File: config.mk
export PLATFORM = sky130hd
export DESIGN_NAME = adc_millivolt_with_vref_calibration_unit
export DESIGN_NICKNAME = d
export VERILOG_FILES = /design/src/hw/rtl/adcmv_pkg.sv /design/src/hw/rtl/adcmv_divider.sv /design/src/hw/rtl/adc_millivolt_with_vref_calibration_unit.sv
export SDC_FILE = /design/constraint.sdc
export NUM_CORES = 1
export LEC_CHECK = 0
export ABC_AREA = 1
export ABC_CLOCK_PERIOD_IN_PS = 2750
export BUFFER_PORTS_ARGS = -buffer_cell sky130_fd_sc_hd__buf_2
export CAP_MARGIN = 20
export CORE_MARGIN = 1
export CORE_UTILIZATION = 55
export DETAILED_ROUTE_END_ITERATION = 10
export GPL_TIMING_DRIVEN = 1
export HOLD_SLACK_MARGIN = 0.15
export PLACE_DENSITY = 0.77
export SYNTH_ARGS = -nofsm -noshare
export SYNTH_HDL_FRONTEND = slang
export SYNTH_SLANG_ARGS = --single-unit
File: constraint.sdc
create_clock -name clk -period 2.75 [get_ports clk]
set_clock_uncertainty 0.15 [all_clocks]
set_input_delay 0.55 -clock clk [delete_from_list [all_inputs] [get_ports clk]]
set_output_delay 0.55 -clock clk [all_outputs]
set_load 0.02 [all_outputs]
File: src/hw/rtl/adcmv_pkg.sv
// ----------------------------------------------------------------------------
// adcmv_pkg
// shared types and constants of the adc millivolt unit
// ----------------------------------------------------------------------------
`default_nettype none

package adcmv_pkg;

  // digits handled per serial pass (multiplier and divider)
  localparam int unsigned DIGITS     = 16;
  localparam int unsigned DIGIT_CNTW = 4;

  // reference voltage times 12-bit full scale: 1210 * 4095
  localparam logic [31:0] VREF_PRODUCT = 32'd4954950;
  localparam logic [15:0] FS16         = 16'd65535;
  localparam logic [15:0] FS12         = 16'd4095;
  localparam logic [15:0] MAX16        = 16'd65535;

  // input codes
  localparam logic OP_REF  = 1'b0;
  localparam logic OP_MEAS = 1'b1;
  localparam logic KIND_16 = 1'b0;
  localparam logic KIND_12 = 1'b1;

  typedef enum logic [2:0] {
    STATUS_CONVERTED = 3'd0,
    STATUS_ABSORBED  = 3'd1,
    STATUS_CAL_DONE  = 3'd2,
    STATUS_NOT_CAL   = 3'd3,
    STATUS_IGNORED   = 3'd4
  } status_t;

  typedef enum logic [2:0] {
    S_IDLE,
    S_MUL,
    S_MEAS_START,
    S_DIV_MEAS,
    S_DIV_AVG,
    S_DIV_SUPPLY,
    S_FINISH
  } state_t;

  typedef struct packed {
    logic        start;
    logic [31:0] dividend;
    logic [15:0] divisor;
  } div_req_t;

  typedef struct packed {
    logic        done;
    logic [15:0] quotient;
  } div_rsp_t;

endpackage

`default_nettype wire

File: src/hw/rtl/adcmv_divider.sv
// ----------------------------------------------------------------------------
// adcmv_divider
// bit-serial restoring divider, 32 by 16 bits, quotient saturated to 16 bits
// ----------------------------------------------------------------------------
`default_nettype none

module adcmv_divider (
  input  wire logic              clk,
  input  wire logic              rst,
  input  wire adcmv_pkg::div_req_t req,
  output adcmv_pkg::div_rsp_t      rsp
);

  logic                                busy;
  logic [adcmv_pkg::DIGIT_CNTW-1:0]    cnt;
  logic [15:0]                         rem;
  logic [15:0]                         dlo;
  logic [15:0]                         dvs;
  logic [15:0]                         quo;
  logic                                done;
  logic [16:0]                         trial;
  logic                                qbit;
  logic [16:0]                         diff;

  // one quotient bit per cycle
  always_comb begin
    trial = {rem, dlo[15]};
    diff  = trial - {1'b0, dvs};
    qbit  = (trial >= {1'b0, dvs});
  end

  // control
  always_ff @(posedge clk) begin
    if (rst) begin
      busy <= 1'b0;
      done <= 1'b0;
      cnt  <= '0;
    end else begin
      done <= 1'b0;
      if (req.start && !busy) begin
        cnt <= '0;
        // high half not below divisor: quotient would not fit, saturate
        if (req.dividend[31:16] >= req.divisor) begin
          done <= 1'b1;
        end else begin
          busy <= 1'b1;
        end
      end else if (busy) begin
        cnt <= cnt + 1'b1;
        if (cnt == adcmv_pkg::DIGIT_CNTW'(adcmv_pkg::DIGITS - 1)) begin
          busy <= 1'b0;
          done <= 1'b1;
        end
      end
    end
  end

  // datapath
  always_ff @(posedge clk) begin
    if (req.start && !busy) begin
      rem <= req.dividend[31:16];
      dlo <= req.dividend[15:0];
      dvs <= req.divisor;
      quo <= adcmv_pkg::MAX16;
    end else if (busy) begin
      rem <= qbit ? diff[15:0] : trial[15:0];
      dlo <= {dlo[14:0], 1'b0};
      quo <= {quo[14:0], qbit};
    end
  end

  assign rsp.done     = done;
  assign rsp.quotient = quo;

endmodule

`default_nettype wire

File: src/hw/rtl/adc_millivolt_with_vref_calibration_unit.sv
// ----------------------------------------------------------------------------
// adc_millivolt_with_vref_calibration_unit
// adc sample to millivolt scaling with internal-reference supply calibration
// ----------------------------------------------------------------------------
// Input channel (in_valid/in_ready) carries op, raw_sample, converter_kind.
// Output channel (out_valid/out_ready) carries millivolts and status, one
// result beat per input beat.
// Reference samples are summed; the CAL_SAMPLES-th one averages the sum and
// sets the supply as 4954950 / average through the serial divider.
// Measurements run a serial shift-add multiply by the supply, then a
// serial divide by the full scale. A completing reference runs two divides,
// the average and then the supply; any other item goes straight to the
// output register. A divide whose quotient would not fit skips the serial
// pass and saturates. The next beat can be accepted in the cycle after the
// result register loads. The serial multiplier and the one shared bit-serial
// divider do this work; one item is in work at a time.
// in_ready is high only while no item is in work. A finished result waits in
// the output register while the next item is accepted; if the receiver still
// holds the earlier result, the new one waits until it is taken.
// Reset clears calibration state and the output valid.
// ----------------------------------------------------------------------------
`default_nettype none

module adc_millivolt_with_vref_calibration_unit #(
  parameter int unsigned CAL_SAMPLES = 16
) (
  input  wire logic        clk,
  input  wire logic        rst,
  input  wire logic        in_valid,
  output logic             in_ready,
  input  wire logic        op,
  input  wire logic [15:0] raw_sample,
  input  wire logic        converter_kind,
  output logic             out_valid,
  input  wire logic        out_ready,
  output logic [15:0]      millivolts,
  output logic [2:0]       status
);

  localparam int unsigned CNTW = $clog2(CAL_SAMPLES + 1);

  adcmv_pkg::state_t                 state;
  adcmv_pkg::state_t                 state_next;
  adcmv_pkg::div_req_t               div_req;
  adcmv_pkg::div_rsp_t               div_rsp;

  logic [15:0]                       ref_sum;
  logic [CNTW-1:0]                   ref_count;
  logic [15:0]                       supply_mv;
  logic                              is_calibrated;

  logic [15:0]                       mul_hi;
  logic [15:0]                       mul_lo;
  logic [adcmv_pkg::DIGIT_CNTW-1:0]  mul_cnt;
  logic                              kind;
  logic [16:0]                       mul_sum;

  logic [15:0]                       res_mv;
  adcmv_pkg::status_t                res_status;

  logic                              in_fire;
  logic                              out_load;
  logic                              last_ref;
  logic [16:0]                       sum_ext;
  logic [15:0]                       sum_sat;

  assign in_ready = (state == adcmv_pkg::S_IDLE);
  assign in_fire  = in_valid && in_ready;
  assign out_load = (state == adcmv_pkg::S_FINISH) && (!out_valid || out_ready);
  assign last_ref = (ref_count == CNTW'(CAL_SAMPLES - 1));

  // saturating reference sum and one shift-add step
  always_comb begin
    sum_ext = {1'b0, ref_sum} + {1'b0, raw_sample};
    sum_sat = sum_ext[16] ? adcmv_pkg::MAX16 : sum_ext[15:0];
    mul_sum = {1'b0, mul_hi} + (mul_lo[0] ? {1'b0, supply_mv} : 17'd0);
  end

  // state register
  always_ff @(posedge clk) begin
    if (rst) begin
      state <= adcmv_pkg::S_IDLE;
    end else begin
      state <= state_next;
    end
  end

  // next state and divider requests
  always_comb begin
    state_next       = state;
    div_req.start    = 1'b0;
    div_req.dividend = '0;
    div_req.divisor  = '0;
    unique case (state)
      adcmv_pkg::S_IDLE: begin
        if (in_valid) begin
          if (op == adcmv_pkg::OP_REF) begin
            if (!is_calibrated && last_ref) begin
              div_req.start    = 1'b1;
              div_req.dividend = {16'd0, sum_sat};
              div_req.divisor  = 16'(CAL_SAMPLES);
              state_next       = adcmv_pkg::S_DIV_AVG;
            end else begin
              state_next = adcmv_pkg::S_FINISH;
            end
          end else begin
            state_next = is_calibrated ? adcmv_pkg::S_MUL : adcmv_pkg::S_FINISH;
          end
        end
      end
      adcmv_pkg::S_MUL: begin
        if (mul_cnt == adcmv_pkg::DIGIT_CNTW'(adcmv_pkg::DIGITS - 1)) begin
          state_next = adcmv_pkg::S_MEAS_START;
        end
      end
      adcmv_pkg::S_MEAS_START: begin
        div_req.start    = 1'b1;
        div_req.dividend = {mul_hi, mul_lo};
        div_req.divisor  = (kind == adcmv_pkg::KIND_12) ? adcmv_pkg::FS12 : adcmv_pkg::FS16;
        state_next       = adcmv_pkg::S_DIV_MEAS;
      end
      adcmv_pkg::S_DIV_MEAS: begin
        if (div_rsp.done) begin
          state_next = adcmv_pkg::S_FINISH;
        end
      end
      adcmv_pkg::S_DIV_AVG: begin
        // average ready, divide the reference product by it
        if (div_rsp.done) begin
          div_req.start    = 1'b1;
          div_req.dividend = adcmv_pkg::VREF_PRODUCT;
          div_req.divisor  = div_rsp.quotient;
          state_next       = adcmv_pkg::S_DIV_SUPPLY;
        end
      end
      adcmv_pkg::S_DIV_SUPPLY: begin
        if (div_rsp.done) begin
          state_next = adcmv_pkg::S_FINISH;
        end
      end
      adcmv_pkg::S_FINISH: begin
        if (!out_valid || out_ready) begin
          state_next = adcmv_pkg::S_IDLE;
        end
      end
      default: begin
        state_next = adcmv_pkg::S_IDLE;
      end
    endcase
  end

  adcmv_divider u_div (
    .clk (clk),
    .rst (rst),
    .req (div_req),
    .rsp (div_rsp)
  );

  // calibration state and output valid
  always_ff @(posedge clk) begin
    if (rst) begin
      ref_sum       <= '0;
      ref_count     <= '0;
      supply_mv     <= '0;
      is_calibrated <= 1'b0;
      out_valid     <= 1'b0;
    end else begin
      if (in_fire && op == adcmv_pkg::OP_REF && !is_calibrated) begin
        ref_sum   <= sum_sat;
        ref_count <= ref_count + 1'b1;
      end
      if (state == adcmv_pkg::S_DIV_SUPPLY && div_rsp.done) begin
        supply_mv     <= div_rsp.quotient;
        is_calibrated <= 1'b1;
      end
      if (out_load) begin
        out_valid <= 1'b1;
      end else if (out_ready) begin
        out_valid <= 1'b0;
      end
    end
  end

  // serial multiplier and result registers
  always_ff @(posedge clk) begin
    if (in_fire) begin
      res_mv  <= '0;
      mul_hi  <= '0;
      mul_lo  <= raw_sample;
      mul_cnt <= '0;
      kind    <= converter_kind;
      if (op == adcmv_pkg::OP_REF) begin
        res_status <= is_calibrated ? adcmv_pkg::STATUS_IGNORED : adcmv_pkg::STATUS_ABSORBED;
      end else begin
        res_status <= is_calibrated ? adcmv_pkg::STATUS_CONVERTED : adcmv_pkg::STATUS_NOT_CAL;
      end
    end
    if (state == adcmv_pkg::S_MUL) begin
      mul_hi  <= mul_sum[16:1];
      mul_lo  <= {mul_sum[0], mul_lo[15:1]};
      mul_cnt <= mul_cnt + 1'b1;
    end
    if (state == adcmv_pkg::S_DIV_MEAS && div_rsp.done) begin
      res_mv     <= div_rsp.quotient;
      res_status <= adcmv_pkg::STATUS_CONVERTED;
    end
    if (state == adcmv_pkg::S_DIV_SUPPLY && div_rsp.done) begin
      res_mv     <= div_rsp.quotient;
      res_status <= adcmv_pkg::STATUS_CAL_DONE;
    end
    if (out_load) begin
      millivolts <= res_mv;
      status     <= res_status;
    end
  end

endmodule

`default_nettype wire

==> results.yml <==
route:
  dr.pass1.iters: 6
  first_iter_violations: 790
  finalWirelength_um: 25480
  topRoutingLayerUsed: "met4"
  vias: 9257
  ant_nets: 0
  wl_per_cell_um: 14.89
  vias_per_cell: 5.410
  wl_met2_um: 12090
  wl_met3_um: 1485
  met1_length_um: 11100
  drc: 0
synthesis:
  synth_nets: 1474
  synth.distinct_cells: 49
  synth_top_area_share_pct: 32.73
  ys_seq_area_share_pct: 44.92
  netlist_instances: 1381
  synth_top_cells_by_area: "edfxtp_1, dfxtp_1, nand2_1"
  ys_warn_count: 0
  yosys.area.top_type: "edfxtp_1"
  avgSynthCellArea_um2: 7.971
  netlist_area_um2: 11010
  ys_ff_latch: 187
  synth_edf_count: 120
  async_flop_share_pct: 0
  ys.flop_type: "edfxtp_1"
power:
  netSwitchingFraction_pct: 44.37
  power_frac_clock_pct: 18.7
  p_leak_uw: 0.005945
  combPwrFrac_pct: 48.2
  power.density_nw_per_um2: 1156
  intPower_uw: 7878
  p_seq_share_pct: 33.2
  ir_drop_uv: 788.0
  power_switching_uw: 6284
setup_path:
  path_delay_family: "simple AND/OR/NAND/NOR gates"
  reg2regPathDepth: 18
  cp_data_arrival_time_ns: 2.78
  worstPathMaxFanout: 8
  cp-end-kind: "flip-flop"
  crit_required_ns: 2.94
  worstSetupPathType: "flip-flop to flip-flop"
  cp_common_cell: "nand2_1"
  r2r_slack_ns: 0.17
  cp_slowest_stage_delay_ns: 0.38
  crit_slowest_cell: "dfxtp_1"
  worst-path-buf-inv: 3
  path_cells: "inv_2 -> nand2_4 -> nor2_4 -> nand2_4 -> nor2_8 -> nand3_4 -> o211ai_1 -> inv_1 -> ha_1 -> nand4_1 -> inv_1 -> nand2_1 -> nand2_1 -> nand2_1 -> nand3_1 -> nand2_1 -> nand2_1 -> nor2_1"
  r2r-start: "state[1]"
  cp-start-kind: "flip-flop"
  reg2reg_to: "u_div.busy"
die:
  dieWidth_um: 143.5
  row_count: 51
  core_area_um2: 19530
  initial_utilization_pct: 56.38
  die-area_um2: 20590
  top_level_ports: 43
  fp.dieH_um: 143.5
hold_path:
  whs_path_depth: 3
  min_path_type: "primary input to flip-flop"
  hp-start: "raw_sample[15]"
  hold_end: "mul_lo[15]"
grt:
  grt-ovfl-total: 0
  antenna_found_initial: 0
  grt_max_degree: 48
  grt_pass1_vias: 8783
  grt_pass1_wl_um: 42170
  grtUsageTotal_pct: 26.28
clock_tree:
  clockBufferDepth: 2
  h-tree-depth: 4
  path_clk_slew_ns: 0.08
  clk_latency_ns: 0.45
  cts_root_buffer: "clkbuf_16"
  cts_inserted_buffers: 17
  cts_sinks: 187
  tritoncts: "yes"
place:
  placedCellCount: 1675
  dpl.hpwl_um: 18750
  gp_congestion: 0.9353
  portBuffers: 42
sta:
  fin_crit_sh_pct: 93.98
  slew_headroom_pct: 50.87
  period_needed_ns: 2.584
  setup_viol: 0
  fmax_mhz: 386.9
  slew_viol_final: 0
  tightest_slew_ns: 0.7352
  hold_violations: 0
cells_and_area:
  drive_gt1_share_pct: 11.13
  syn_to_final_growth_pct: 11.32
  final_net_count: 1526
  fin_util_pct: 62.76
  fillers: 1732
  num_antenna_cells: 0
  final_cells: 1711
  final_common_cell: "nand2_1"
  final_cell_mix: "nand2_1, inv_1, nor2_1"
flow_run:
  drv_cap: 0
run_status:
  status: "completed"
==> state kept, by name, indices dropped and copies added (netlist names), 3 cells and up <==
register and count:
status 3, millivolts 16, u_div.quo 16, res_mv 16, u_div.dvs 16, u_div.rem 16, mul_hi 16, mul_cnt 4
mul_lo 16, supply_mv 16, ref_sum 16, res_status 3, ref_count 5, u_div.cnt 4, u_div.dlo 16, state 3
==> synth_stat cells, drive strengths merged (7+ instances only) <==
cell type	n
dfxtp	67
clkbuf	19
a21oi	119
ha	68
nand3	73
nor2	145
xnor2	7
inv	217
o21ai	84
xor2	10
nand2	357
nor3	12
a22oi	15
buf	18
edfxtp	120
nand3b	19
==> worst register-to-register path, cell delays in order (launching register included) <==
cell,delay (ns)
dfxtp_1,0.38
inv_2,0.21
nand2_4,0.09
nor2_4,0.12
nand2_4,0.10
nor2_8,0.12
nand3_4,0.13
o211ai_1,0.17
inv_1,0.07
ha_1,0.28
nand4_1,0.13
inv_1,0.08
nand2_1,0.05
nand2_1,0.07
nand2_1,0.05
nand3_1,0.11
nand2_1,0.08
nand2_1,0.07
nor2_1,0.04
==> power groups by stage <==
stage               registers (µW)  clock network (µW)  logic (µW)
global placement              4700                   0        6490
floorplan                     4670                   0        5070
CTS                           4680                2660        6730
global route                  4770                2770        7690
finish                        4700                2640        6820
detailed placement            4730                   0        6640
==> cell type report <==
type,instances,area [µm²],area share [%]
tap,265,331.6,2.706
clock buffer,17,425.4,3.471
timing repair buffer,70,447.9,3.655
inverter,217,822.0,6.708
clock inverter,15,215.2,1.756
sequential,187,4945,40.35
multi-input combinational,940,5067,41.35
==> repair_timing <==
item | in CTS | in global routing
buffers inserted | 0 | 3
setup endpoints to repair | 0 | 3
endpoints found under the hold margin | 1 | 0
hold buffers | 1 | 0
gates resized for setup | 0 | 10
==> worst max-delay path by stage <==
stage                              from           end  slack, ns  cells after the start
final                          state[1]    u_div.busy       0.17                     18
after global routing       ref_count[0]    u_div.busy      -0.03                     17
after CTS                  ref_count[0]    u_div.busy       0.07                     15
after detailed placement  raw_sample[0]  u_div.dlo[4]      -0.09                     11
after global placement    raw_sample[0]  u_div.dlo[3]       0.02                     11
after floorplan           raw_sample[0]  u_div.dlo[5]       0.21                     11
==> layer usage <==
| metal | up-vias | track usage [%] |
|---|---|---|
| met5 | - | 0 |
| met2 | 350 | 44.07 |
| met1 | 4237 | 33.92 |
| li1 | 4607 | - |
| met4 | 0 | 10.30 |
| met3 | 63 | 4.265 |
==> logic make-up after synthesis <==
logic type / Yosys count / share of synthesized area [%]
AND/OR/NAND/NOR: 620 / 24.41
flip-flops: 187 / 44.92
adder cells (fa/ha/maj): 71 / 8.275
buffers and inverters: 254 / 9.354
XOR/XNOR: 17 / 1.353
AO/OA/AOI/OAI: 232 / 11.68
==> through the flow <==
step / hold WS [ns] / TNS (ns) / area [µm²] / setup WS [ns] / total power [µW]
floorplan: 0.2503 / 0 / 11010 / 0.2103 / 9743
global placement: 0.2522 / 0 / 11550 / 0.01901 / 11200
detailed placement: 0.2562 / -0.1996 / 11550 / -0.08668 / 11370
CTS: 0.2426 / 0 / 12200 / 0.07358 / 14080
global route: 0.2583 / -0.03972 / 12250 / -0.02848 / 15230
finish: 0.2521 / 0 / 12250 / 0.1655 / 14160
(Power assumes the default switching activity.)
